**config.mk**
```make
export PLATFORM = sky130hd
export DESIGN_NAME = lbvh_ctrl
export DESIGN_NICKNAME = d
export VERILOG_FILES = /design/src/hdl/lbvh_pkg.sv /design/src/hdl/lbvh_ctrl.sv
export SDC_FILE = /design/constraint.sdc
export NUM_CORES = 1
export LEC_CHECK = 0
export BUFFER_PORTS_ARGS = -buffer_cell sky130_fd_sc_hd__buf_2
export CORE_AREA = 10 10 47 49
export DETAILED_ROUTE_END_ITERATION = 7
export DIE_AREA = 0 0 57 59
export PLACE_DENSITY = 0.46
export SYNTH_ARGS = -nofsm -noshare
export SYNTH_HDL_FRONTEND = slang
export SYNTH_SLANG_ARGS = --single-unit
```
**constraint.sdc**
```tcl
create_clock -name clk -period 1.9 [get_ports clk]
set_input_delay 0.095 -clock clk [delete_from_list [all_inputs] [get_ports clk]]
set_output_delay 0.095 -clock clk [all_outputs]
set_load 0.01 [all_outputs]
```
**src/hdl/lbvh_pkg.sv**
```systemverilog
package lbvh_pkg;

  // Number of code store entries and the derived store address width.
  localparam int ENTRIES = 1024;
  localparam int ADDR_W  = $clog2(ENTRIES);

  // Field widths of the item interface.
  localparam int IDX_W  = 10;
  localparam int CODE_W = 32;

  // Operation codes of an input beat.
  localparam logic OP_WRITE = 1'b0;
  localparam logic OP_QUERY = 1'b1;

  // Commands from the controller to the datapath.
  typedef struct packed {
    logic write_en;      // store the code of the accepted write beat
    logic accept_query;  // latch the range and read the first code
    logic latch_first;   // keep the first code and read the last code
    logic start_search;  // build the prefix mask and read the first probe
    logic do_step;       // judge the current probe and read the next one
    logic emit_err;      // present a reversed-range result
    logic emit_mid;      // present the midpoint of the range
    logic emit_split;    // present the search result
  } cmd_t;

  // Status from the datapath to the controller.
  typedef struct packed {
    logic range_bad;     // first index exceeds last index
    logic codes_equal;   // codes at both ends of the range match
    logic last_step;     // the probe being judged is the final one
  } sts_t;

endpackage

```
**src/hdl/lbvh_ctrl.sv**
```systemverilog
module lbvh_ctrl (
  input  logic          clk,
  input  logic          rst_n,
  input  logic          start,
  input  logic          in_operation,
  input  lbvh_pkg::sts_t sts,
  output lbvh_pkg::cmd_t cmd,
  output logic          busy
);
  import lbvh_pkg::*;

  localparam logic [1:0] S_IDLE  = 2'd0;
  localparam logic [1:0] S_FIRST = 2'd1;
  localparam logic [1:0] S_LAST  = 2'd2;
  localparam logic [1:0] S_STEP  = 2'd3;

  logic [1:0] state_r;
  logic [1:0] state_nxt;

  always_ff @(posedge clk) begin
    if (!rst_n) begin
      state_r <= S_IDLE;
    end else begin
      state_r <= state_nxt;
    end
  end

  always_comb begin
    cmd       = '0;
    state_nxt = state_r;
    case (state_r)
      S_IDLE: begin
        if (start) begin
          if (in_operation == OP_QUERY) begin
            cmd.accept_query = 1'b1;
            state_nxt        = S_FIRST;
          end else begin
            cmd.write_en = 1'b1;
          end
        end
      end
      S_FIRST: begin
        if (sts.range_bad) begin
          cmd.emit_err = 1'b1;
          state_nxt    = S_IDLE;
        end else begin
          cmd.latch_first = 1'b1;
          state_nxt       = S_LAST;
        end
      end
      S_LAST: begin
        if (sts.codes_equal) begin
          cmd.emit_mid = 1'b1;
          state_nxt    = S_IDLE;
        end else begin
          cmd.start_search = 1'b1;
          state_nxt        = S_STEP;
        end
      end
      S_STEP: begin
        cmd.do_step = 1'b1;
        if (sts.last_step) begin
          cmd.emit_split = 1'b1;
          state_nxt      = S_IDLE;
        end
      end
      default: begin
        state_nxt = S_IDLE;
      end
    endcase
  end

  assign busy = (state_r != S_IDLE);

endmodule

```
==> reports/results.tsv, run 1 <==
stage	metric	value	unit
status	status	finished clean	
place	gp_congestion	0.625	
flow_run	cap_violations	0	
power_and_ir_drop	combinationalPowerShare	0.173	
power_and_ir_drop	irDropWorstVdd	313	uV
power_and_ir_drop	p_int	0.000131	W
routing	routedWlPerCell	12.4	um
clock_network	clkLatencyLatePin	0.23	ns
critical_path	cp_cell_sequence	or2_1 > nor3b_1 > buf_2	
power_and_ir_drop	seqPwrFrac	0.280	
power_and_ir_drop	swShare	0.244	
place	dp_hpwl	498	um
global_route	track_usage	0.0393	
floorplanning	start_util	0.123	
power_and_ir_drop	power_switching	0.0000422	W
routing	vias	185	
sta	timing.final.crit_share	0.697	
cells_and_area	fillCellCount	161	
critical_path	worstReg2RegStart	state_r[0]	
yosys	yosysWarnings	0	
worst_hold_path	min_from	rst_n	
critical_path	worst_r2r_path_depth	2	
sta	drv_slew	0	
floorplanning	die_y	59	um
sta	skew	0.00336	ns
routing	drt_wl_total	594	um
cells_and_area	multiInputGateArea	133	um^2
routing	first_iter_violations	0	
worst_hold_path	min_path_cells	2	
yosys	synth.yosys.seq_area_share	0.232	
routing	drc	0	
critical_path	slowest_delay	0.40	ns
critical_path	critPathCaptureType	primary output	
worst_hold_path	holdPathEnd	state_r[1]	
global_route	grt_pass1_wl	945	um
worst_hold_path	hold_class	in2reg	
global_route	grt_max_degree	10	
clock_network	clk_pin_slew_worst_paths	0.03	ns
floorplanning	die_x	57	um
global_route	antenna_found_initial	0	
yosys	syn_inst	14	
power_and_ir_drop	p_leak	0.155	nW
cells_and_area	seq_area	40.0	um^2
critical_path	crit_buf_inv	1	
global_route	overflow	0	
cells_and_area	drive_above_1_share	0.813	
sta	rsz0062_at_grt	no	
cells_and_area	diodes	0	
sta	hold_violations	0	
yosys	syn-num-nets	21	
sta	tns	0	ns
critical_path	cp-start-kind	flop	
yosys	synth_area	173	um^2
critical_path	path_class	reg2out	
sta	tightest_slew	0.356	ns
floorplanning	ioPinCount	16	
clock_network	clock-root-buffer	clkbuf_4	
routing	viasPerCell	3.85	
yosys	ys_ff_latch	2	
critical_path	cp.required	1.80	ns
clock_network	numCtsBuffers	3	
critical_path	cp_max_fo	9	
sta	max_slew_margin	0.763	
cells_and_area	final_common_cell	buf_2	
floorplanning	dieArea	0.00336	mm^2
critical_path	worstPathArrival	1.23	ns
critical_path	cp_top_family	simple AND/OR/NAND/NOR gates	
cells_and_area	nNetsFinal	41	
yosys	netlist-cell-type-count	10	
clock_network	post-cts-setup-buffers	0	
place	port_buffers	15	
cells_and_area	final_cell_mix	buf_2 (15), and3b_2 (3), clkbuf_4 (3)	
routing	firstDrtPassIters	1	
critical_path	slowest_stage	dfxtp_1	
cells_and_area	largest_reg_flops	2	
cells_and_area	largest_register	state_r	
power_and_ir_drop	p_per_area	597	mW/mm^2
global_route	grt_pass1_vias	217	
sta	setup_violations	0	
clock_network	cts_tree	yes	
critical_path	rrSetupSlack	0.86	ns
sta	fmaxAchievable	755	MHz
floorplanning	core_area	0.00140	mm^2
clock_network	ctsResizeCount	0	
sta	fin_crit	1.33	ns
clock_network	cts_sinks	2	
power_and_ir_drop	power.total	0.000173	W
critical_path	r2r-end	state_r[0]	
power_and_ir_drop	pwr-share-clk	0.548	
clock_network	hold_buffers	0	
clock_network	cts_buffer_depth	2	
cells_and_area	largestRegisters	state_r x2	
floorplanning	row_count	14	
clock_network	h-tree-depth	1	
yosys	avgSynthCellArea	12.3	um^2
cells_and_area	syn2layout_area_growth	68.1	%
routing	antenna_left	0	
routing by layer:
layer	track usage	up-vias	wire [um]
li1	-	93	-
met5	0	-	0
met2	0.0295	17	144
met1	0.0440	75	292
met4	0.0302	0	0
met3	0.0558	0	157
cell type report:
| cell class | instances | area share |
|---|---|---|
| well taps | 16 | 0.0690 |
| clock buffers | 3 | 0.0776 |
| multi-input cells | 12 | 0.457 |
| flip-flops and latches | 2 | 0.138 |
| repair buffers | 15 | 0.259 |
cell usage after synthesis:
library cell	number	area share
and2_2	1	0.043
and3_2	1	0.043
and3b_2	3	0.17
dfxtp_1	2	0.23
nor3b_1	1	0.043
nor3b_2	1	0.072
nor3b_4	1	0.11
nor4bb_4	1	0.14
o31a_1	2	0.10
or2_1	1	0.036
how the worst max path moves through the flow:
stage / depth (start not counted) / from / slack, ns / endpoint
floorplan: 2 / state_r[0] / 0.80 / cmd[7]
global placement: 3 / state_r[0] / 0.81 / cmd[7]
detailed placement: 3 / state_r[0] / 0.80 / cmd[7]
CTS: 3 / state_r[0] / 0.56 / cmd[7]
global route: 3 / state_r[0] / 0.48 / cmd[7]
finish: 3 / state_r[0] / 0.57 / cmd[7]
per-stage QoR:
| step | hold WS [ns] | instance area [um^2] | cells | setup slack (ns) | util |
|---|---|---|---|---|---|
| 2_1_floorplan | 0.221 | 173 | 14 | 0.803 | - |
| 3_3_place_gp | 0.339 | 268 | 45 | 0.808 | 0.191 |
| 3_5_place_dp | 0.348 | 268 | 45 | 0.801 | 0.191 |
| 4_1_cts | 0.109 | 290 | 48 | 0.555 | 0.207 |
| 5_1_grt | 0.119 | 290 | 48 | 0.476 | 0.207 |
| 6_report | 0.113 | 290 | 48 | 0.575 | 0.207 |
logic make-up (layout without fill, tap and decap cells):
| logic type | after synthesis | count (layout) | share of synthesized area |
|---|---|---|---|
| DFF | 2 | 2 | 0.232 |
| AOI/OAI and AO/OA | 2 | 2 | 0.101 |
| buffers and inverters | 0 | 18 | 0 |
| and+or+nand+nor | 10 | 10 | 0.667 |
power by group through the flow:
| stage | clock (W) | sequential [W] | combinational [W] |
|---|---|---|---|
| 6_report | 0.0000949 | 0.0000485 | 0.0000299 |
| 2_1_floorplan | 0 | 0.0000479 | 0.0000149 |
| 3_3_place_gp | 0 | 0.0000488 | 0.0000302 |
| 3_5_place_dp | 0 | 0.0000489 | 0.0000305 |
| 4_1_cts | 0.000101 | 0.0000483 | 0.0000305 |
| 5_1_grt | 0.000110 | 0.0000487 | 0.0000333 |
No activity file was read; power rests on OpenSTA's default activity.
==> run 2, diff against run 1 <==
--- a/config.mk
+++ b/config.mk
@@ -9,7 +9,7 @@
 export CORE_AREA = 10 10 47 49
 export DETAILED_ROUTE_END_ITERATION = 7
 export DIE_AREA = 0 0 57 59
-export PLACE_DENSITY = 0.46
+export PLACE_DENSITY = 0.47
 export SYNTH_ARGS = -nofsm -noshare
 export SYNTH_HDL_FRONTEND = slang
 export SYNTH_SLANG_ARGS = --single-unit
==> constraint.sdc (replaced) <==
create_clock -name clk -period 1.15 [get_ports clk]
set_input_delay 0.0575 -clock clk [delete_from_list [all_inputs] [get_ports clk]]
set_output_delay 0.0575 -clock clk [all_outputs]
set_load 0.01 [all_outputs]
==> run 2 against run 1 <==
- the run now ends with setup timing left
- clock skew is 0.0013 ns lower
- via count up 6.5%
- register-to-register slack lost 0.76 ns
- flip-flop and latch count unchanged
- largest power group unchanged
==> reports/results.tsv, run 2 (synthesis gave the netlist of run 1 again) <==
stage	metric	value	unit	change
global_route	grt_busiest_layer	met1		
clock_network	clk_pin_slew_worst_paths	0.03	ns	about the same
sta	rsz0062_at_grt	yes		
cells_and_area	fillCellCount	165		+2.5%
power_and_ir_drop	combinationalPowerShare	0.210		+0.037
critical_path	cp.required	1.09	ns	-0.71 ns
critical_path	slowest_delay	0.35	ns	-0.05 ns
cells_and_area	fin_cells	50		+4.2%
power_and_ir_drop	p_leak	0.171	nW	+10%
cells_and_area	multiInputGateArea	140	um^2	+5.7%
power_and_ir_drop	seqPwrFrac	0.259		-0.021
routing	vias	197		+6.5%
power_and_ir_drop	pwr-share-clk	0.531		-0.017
cells_and_area	seq_area	47.5	um^2	+19%
place	gp_congestion	0.665		+6.4%
place	place_area	268	um^2	unchanged
clock_network	cts_tree	yes		
clock_network	clkLatencyLatePin	0.22	ns	about the same
cells_and_area	final_common_cell	buf_2		
global_route	grt_max_degree	7		-3
sta	fin_crit	1.16	ns	
global_route	antenna_found_initial	0		unchanged
floorplanning	die_x	57	um	unchanged
cells_and_area	nNetsFinal	43		+4.9%
cells_and_area	syn2layout_area_growth	91.3	%	
global_route	grt_use_met1	0.0545		+0.0105
routing	antenna_left	0		unchanged
global_route	grt_pass1_vias	231		+6.5%
flow_run	cap_violations	0		unchanged
sta	hold_violations	0		unchanged
routing	first_iter_violations	1		+1
routing	viasPerCell	3.94		+2.2%
cells_and_area	final_cell_mix	buf_2 (14), and3b_2 (3), clkbuf_4 (3)		
global_route	gr-usage-met2	0.0388		+0.00930
routing	drc	0		unchanged
critical_path	crit_buf_inv	1		unchanged
power_and_ir_drop	power_switching	0.0000678	W	+60%
critical_path	slowest_stage	dfxtp_4		
sta	fmaxAchievable	861	MHz	
critical_path	cp_top_family	simple AND/OR/NAND/NOR gates		
critical_path	cp-start-kind	flop		
clock_network	hold_buffers	0		unchanged
critical_path	worstPathArrival	1.10	ns	-0.13 ns
floorplanning	ioPinCount	16		unchanged
floorplanning	die_y	59	um	unchanged
sta	fin_ws	-0.0121	ns	-0.587 ns
power_and_ir_drop	p_int	0.000222	W	+69%
global_route	overflow	0		unchanged
critical_path	path_class	reg2out		
routing	routedWlPerCell	12.7	um	+2.8%
worst_hold_path	hold_class	in2reg		
clock_network	h-tree-depth	1		unchanged
sta	setup_violations	1		+1
critical_path	worstReg2RegStart	state_r[1]		
status	status	finished with violations		
cells_and_area	largest_reg_flops	2		unchanged
routing	firstDrtPassIters	2		+1
clock_network	cts_buffer_depth	2		unchanged
critical_path	r2r-end	state_r[1]		
clock_network	cts_sinks	2		unchanged
sta	drv_slew	0		unchanged
floorplanning	dieArea	0.00336	mm^2	unchanged
clock_network	numCtsBuffers	3		unchanged
cells_and_area	drive_above_1_share	0.941		+0.129
floorplanning	core_area	0.00140	mm^2	unchanged
sta	timing.final.crit_share	1.01		
critical_path	rrSetupSlack	0.10	ns	-0.76 ns
routing	drt_wl_total	636	um	+7.1%
sta	max_slew_margin	0.842		+0.0795
cells_and_area	largest_register	state_r		
critical_path	cp_max_fo	4		-5
worst_hold_path	holdPathEnd	state_r[0]		
sta	skew	0.00203	ns	-0.00133 ns
status	violations	setup timing		
critical_path	worst_r2r_path_depth	3		+1
clock_network	clock-root-buffer	clkbuf_4		
power_and_ir_drop	irDropWorstVdd	292	uV	-6.7%
power_and_ir_drop	swShare	0.234		-0.00953
critical_path	cp_cell_sequence	or2_4 > nor3b_2 > buf_2		
floorplanning	row_count	14		unchanged
place	port_buffers	15		unchanged
worst_hold_path	min_from	rst_n		
global_route	met3_usage	0.0472		-0.00858
global_route	grt_pass1_wl	1120	um	+18%
place	placed_cells	45		unchanged
floorplanning	start_util	0.123		unchanged
cells_and_area	final_area	330	um^2	+14%
worst_hold_path	min_path_cells	2		unchanged
power_and_ir_drop	p_per_area	876	mW/mm^2	+47%
global_route	track_usage	0.0453		+0.00599
sta	tightest_slew	0.237	ns	-0.119 ns
critical_path	critPathCaptureType	primary output		
cells_and_area	largestRegisters	state_r x2		
cells_and_area	diodes	0		unchanged
==> run 2: layout make-up <==
type	instances	area share
repair buffers	17	0.303
well taps	16	0.0606
multi-input cells	12	0.424
clock buffers	3	0.0682
flip-flops and latches	2	0.144
==> run 2: worst max path at each step <==
| stage | from | end | slack [ns] | cells past startpoint |
|---|---|---|---|---|
| after floorplan | state_r[0] | cmd[7] | 0.09 | 2 |
| after global placement | state_r[0] | cmd[7] | 0.11 | 3 |
| after detailed placement | state_r[0] | cmd[7] | 0.1 | 3 |
| after CTS | state_r[1] | cmd[7] | -0.07 | 3 |
| after global routing | state_r[1] | cmd[7] | -0.09 | 3 |
| final | state_r[1] | cmd[7] | -0.01 | 3 |
==> run 2: what timing repair did <==
item                       in CTS  in global routing
pin swaps                       3                  2
setup endpoints to repair       7                  4
gates resized for setup         5                  3
setup buffers                   2                  0
==> run 2: power by group through the flow <==
stage / logic (W) / clock network, W / registers (W)
after floorplan: 0.0000246 / 0 / 0.0000791
after global placement: 0.0000498 / 0 / 0.0000805
after detailed placement: 0.0000498 / 0 / 0.0000806
after global routing: 0.0000672 / 0.000179 / 0.0000757
final: 0.0000609 / 0.000154 / 0.0000749
after CTS: 0.0000574 / 0.000165 / 0.0000749
==> run 2: worst register-to-register path, cell delays in order, from the launching register on <==
cell     delay (ns)
dfxtp_4        0.35
buf_4          0.15
nor3b_4        0.15
o31a_1         0.29
==> run 2: through the flow <==
step                      TNS, ns  hold slack, ns  utilization  setup slack (ns)  total power [W]
final                     -0.0121          0.0733        0.236           -0.0121         0.000289
after global routing       -0.232          0.0685        0.236           -0.0914         0.000322
after CTS                 -0.0806          0.0633        0.226           -0.0728         0.000297
after detailed placement        0           0.304        0.191            0.0993         0.000130
after global placement          0           0.311        0.191             0.109         0.000130
after floorplan                 0           0.146            -            0.0900         0.000104
==> run 2: per-layer routing <==
metal  wire, um  share of wire  vias up
li1           -              -       99
met1        336           0.53       81
met2        186           0.29       15
met3        101           0.16        2
met4         12          0.019        0
met5          0              0        -
==> run 3, diff against run 2 <==
--- a/config.mk
+++ b/config.mk
@@ -9,7 +9,7 @@
 export CORE_AREA = 10 10 47 49
 export DETAILED_ROUTE_END_ITERATION = 7
 export DIE_AREA = 0 0 57 59
-export PLACE_DENSITY = 0.47
+export PLACE_DENSITY = 0.45
 export SYNTH_ARGS = -nofsm -noshare
 export SYNTH_HDL_FRONTEND = slang
 export SYNTH_SLANG_ARGS = --single-unit
==> constraint.sdc (replaced) <==
create_clock -name clk -period 1.4 [get_ports clk]
set_input_delay 0.07 -clock clk [delete_from_list [all_inputs] [get_ports clk]]
set_output_delay 0.07 -clock clk [all_outputs]
set_load 0.01 [all_outputs]
==> run 3 against run 2 <==
- the run now ends clean
- first-iteration DRC count grew to 3.0 times the previous value
- cell area down 11%
- setup slack improved by 0.18 ns
- worst hold slack improved by 0.013 ns
- clock-buffer cell count is the same
- largest power group unchanged
- highest routed layer unchanged
==> reports/results.tsv, run 3 (synthesis gave the netlist of run 1 again) <==
stage	metric	value	unit	change
global_route	grt_max_degree	10		+3
cells_and_area	drive_above_1_share	0.875		-0.0662
clock_network	numCtsBuffers	3		unchanged
routing	vias	178		-9.6%
cells_and_area	final_common_cell	buf_2		
critical_path	cp.required	1.33	ns	+0.24 ns
critical_path	r2r-end	state_r[1]		
sta	fin_ws	0.171	ns	+0.183 ns
worst_hold_path	hold_class	in2reg		
flow_run	cap_violations	0		unchanged
routing	drt_wl_total	624	um	-1.9%
floorplanning	ioPinCount	16		unchanged
clock_network	clk_pin_slew_worst_paths	0.03	ns	about the same
power_and_ir_drop	seqPwrFrac	0.277		+0.018
worst_hold_path	holdPathEnd	state_r[0]		
floorplanning	die_y	59	um	unchanged
place	dpl_worst_slack	0.346	ns	+0.247 ns
critical_path	slowest_delay	0.36	ns	about the same
clock_network	cts_tree	yes		
global_route	antenna_found_initial	0		unchanged
cells_and_area	diodes	0		unchanged
sta	tns	0	ns	+0.0121 ns
critical_path	slowest_stage	dfxtp_2		
global_route	grt_pass1_vias	205		-11%
floorplanning	row_count	14		unchanged
status	status	finished clean		
routing	met1_length	344	um	+2.4%
cells_and_area	largest_register	state_r		
cells_and_area	largest_reg_flops	2		unchanged
clock_network	cts_buffer_depth	2		unchanged
power_and_ir_drop	p_per_area	809	mW/mm^2	-7.6%
power_and_ir_drop	swShare	0.247		+0.0127
critical_path	rrSetupSlack	0.45	ns	+0.35 ns
place	port_buffers	15		unchanged
sta	fmaxAchievable	814	MHz	
floorplanning	dieArea	0.00336	mm^2	unchanged
cells_and_area	seq_area	42.5	um^2	-11%
cells_and_area	syn2layout_area_growth	69.6	%	
cells_and_area	nNetsFinal	41		-4.7%
cells_and_area	final_cell_mix	buf_2 (15), and3b_2 (3), clkbuf_4 (3)		
sta	fin_crit	1.23	ns	
clock_network	clkLatencyLatePin	0.23	ns	about the same
global_route	overflow	0		unchanged
global_route	grt_pass1_wl	1010	um	-9.2%
critical_path	worstReg2RegStart	state_r[0]		
cells_and_area	fillCellCount	168		+1.8%
clock_network	h-tree-depth	1		unchanged
routing	viasPerCell	3.71		-5.9%
power_and_ir_drop	pwr-share-clk	0.551		+0.020
critical_path	cp_cell_sequence	or2_1 > nor3b_1 > buf_2		
sta	rsz0062_at_grt	no		
routing	antenna_left	0		unchanged
floorplanning	core_area	0.00140	mm^2	unchanged
sta	skew	0.0000430	ns	-0.00199 ns
sta	hold_violations	0		unchanged
critical_path	cp_max_fo	9		+5
critical_path	critPathCaptureType	primary output		
critical_path	path_class	reg2out		
routing	firstDrtPassIters	2		unchanged
routing	drc	0		unchanged
worst_hold_path	min_from	rst_n		
sta	max_slew_margin	0.835		-0.00672
critical_path	cp-start-kind	flop		
global_route	track_usage	0.0419		-0.00345
cells_and_area	largestRegisters	state_r x2		
sta	tightest_slew	0.247	ns	+0.0101 ns
clock_network	cts_sinks	2		unchanged
floorplanning	start_util	0.123		unchanged
worst_hold_path	min_path_cells	2		unchanged
power_and_ir_drop	power_switching	0.0000585	W	-14%
power_and_ir_drop	p_leak	0.156	nW	-9.0%
power_and_ir_drop	power.total	0.000237	W	-18%
cells_and_area	multiInputGateArea	133	um^2	-5.4%
routing	first_iter_violations	3		+2
routing	routedWlPerCell	13.0	um	+2.2%
critical_path	worst_r2r_path_depth	2		-1
sta	drv_slew	0		unchanged
sta	timing.final.crit_share	0.878		
critical_path	worstPathArrival	1.16	ns	+0.06 ns
routing	wl_met2	188	um	+1.1%
place	gp_congestion	0.675		+1.4%
power_and_ir_drop	irDropWorstVdd	184	uV	-37%
sta	setup_violations	0		-1
sta	holdWs	0.0860	ns	+0.0127 ns
power_and_ir_drop	combinationalPowerShare	0.171		-0.039
clock_network	clock-root-buffer	clkbuf_4		
power_and_ir_drop	p_int	0.000178	W	-19%
floorplanning	die_x	57	um	unchanged
routing	dr_wl_met3	71	um	-30%
clock_network	post-cts-setup-buffers	0		-2
routing	routed.top_layer	met4		
[run 3: changes by cell type in the layout (fill, tap and decap cells not counted), sizes merged]
cell / before / now
buf: 17 / 15
[run 3: through the flow]
stage | std cells | cell area [um^2] | util
6_report | 48 | 293 | 0.209
5_1_grt | 48 | 293 | 0.209
4_1_cts | 48 | 290 | 0.207
3_5_place_dp | 45 | 268 | 0.191
3_3_place_gp | 45 | 268 | 0.191
2_1_floorplan | 14 | 173 | -
[run 3: layer usage]
metal | up-vias | GRT usage
met1 | 67 | 0.0533
met2 | 17 | 0.0372
met5 | - | 0
met3 | 2 | 0.0279
li1 | 92 | -
met4 | 0 | 0.0503
[run 3: layout make-up]
class / instances / share of cell area
multi-input cells: 12 / 0.453
repair buffers: 15 / 0.256
clock buffers: 3 / 0.0769
well taps: 16 / 0.0684
flip-flops and latches: 2 / 0.145
[run 3: power groups by stage]
stage | clock network [W] | logic, W | registers, W
after floorplan | 0 | 0.0000202 | 0.0000650
after global placement | 0 | 0.0000412 | 0.0000658
after detailed placement | 0 | 0.0000415 | 0.0000661
after CTS | 0.000139 | 0.0000416 | 0.0000653
after global routing | 0.000150 | 0.0000450 | 0.0000667
final | 0.000131 | 0.0000405 | 0.0000657
[run 3: repair_timing]
action,CTS,global route
hold endpoints to repair,0,0
hold buffers,0,0
resized for setup,0,2
endpoints found under the setup margin,0,1
[run 3: worst max-delay path by stage]
stage | endpoint | cells past startpoint | from | slack [ns]
global placement | cmd[7] | 3 | state_r[0] | 0.36
CTS | cmd[7] | 3 | state_r[0] | 0.1
finish | cmd[7] | 3 | state_r[0] | 0.17
floorplan | cmd[7] | 2 | state_r[0] | 0.33
global route | cmd[7] | 3 | state_r[0] | 0.03
detailed placement | cmd[7] | 3 | state_r[0] | 0.35
[run 3: worst max-delay path, delay by kind of cell, from the launching register on]
kind                   cells  cell delay (ns)
and+or+nand+nor            2             0.41
DFF                        1             0.36
buffers and inverters      1             0.16
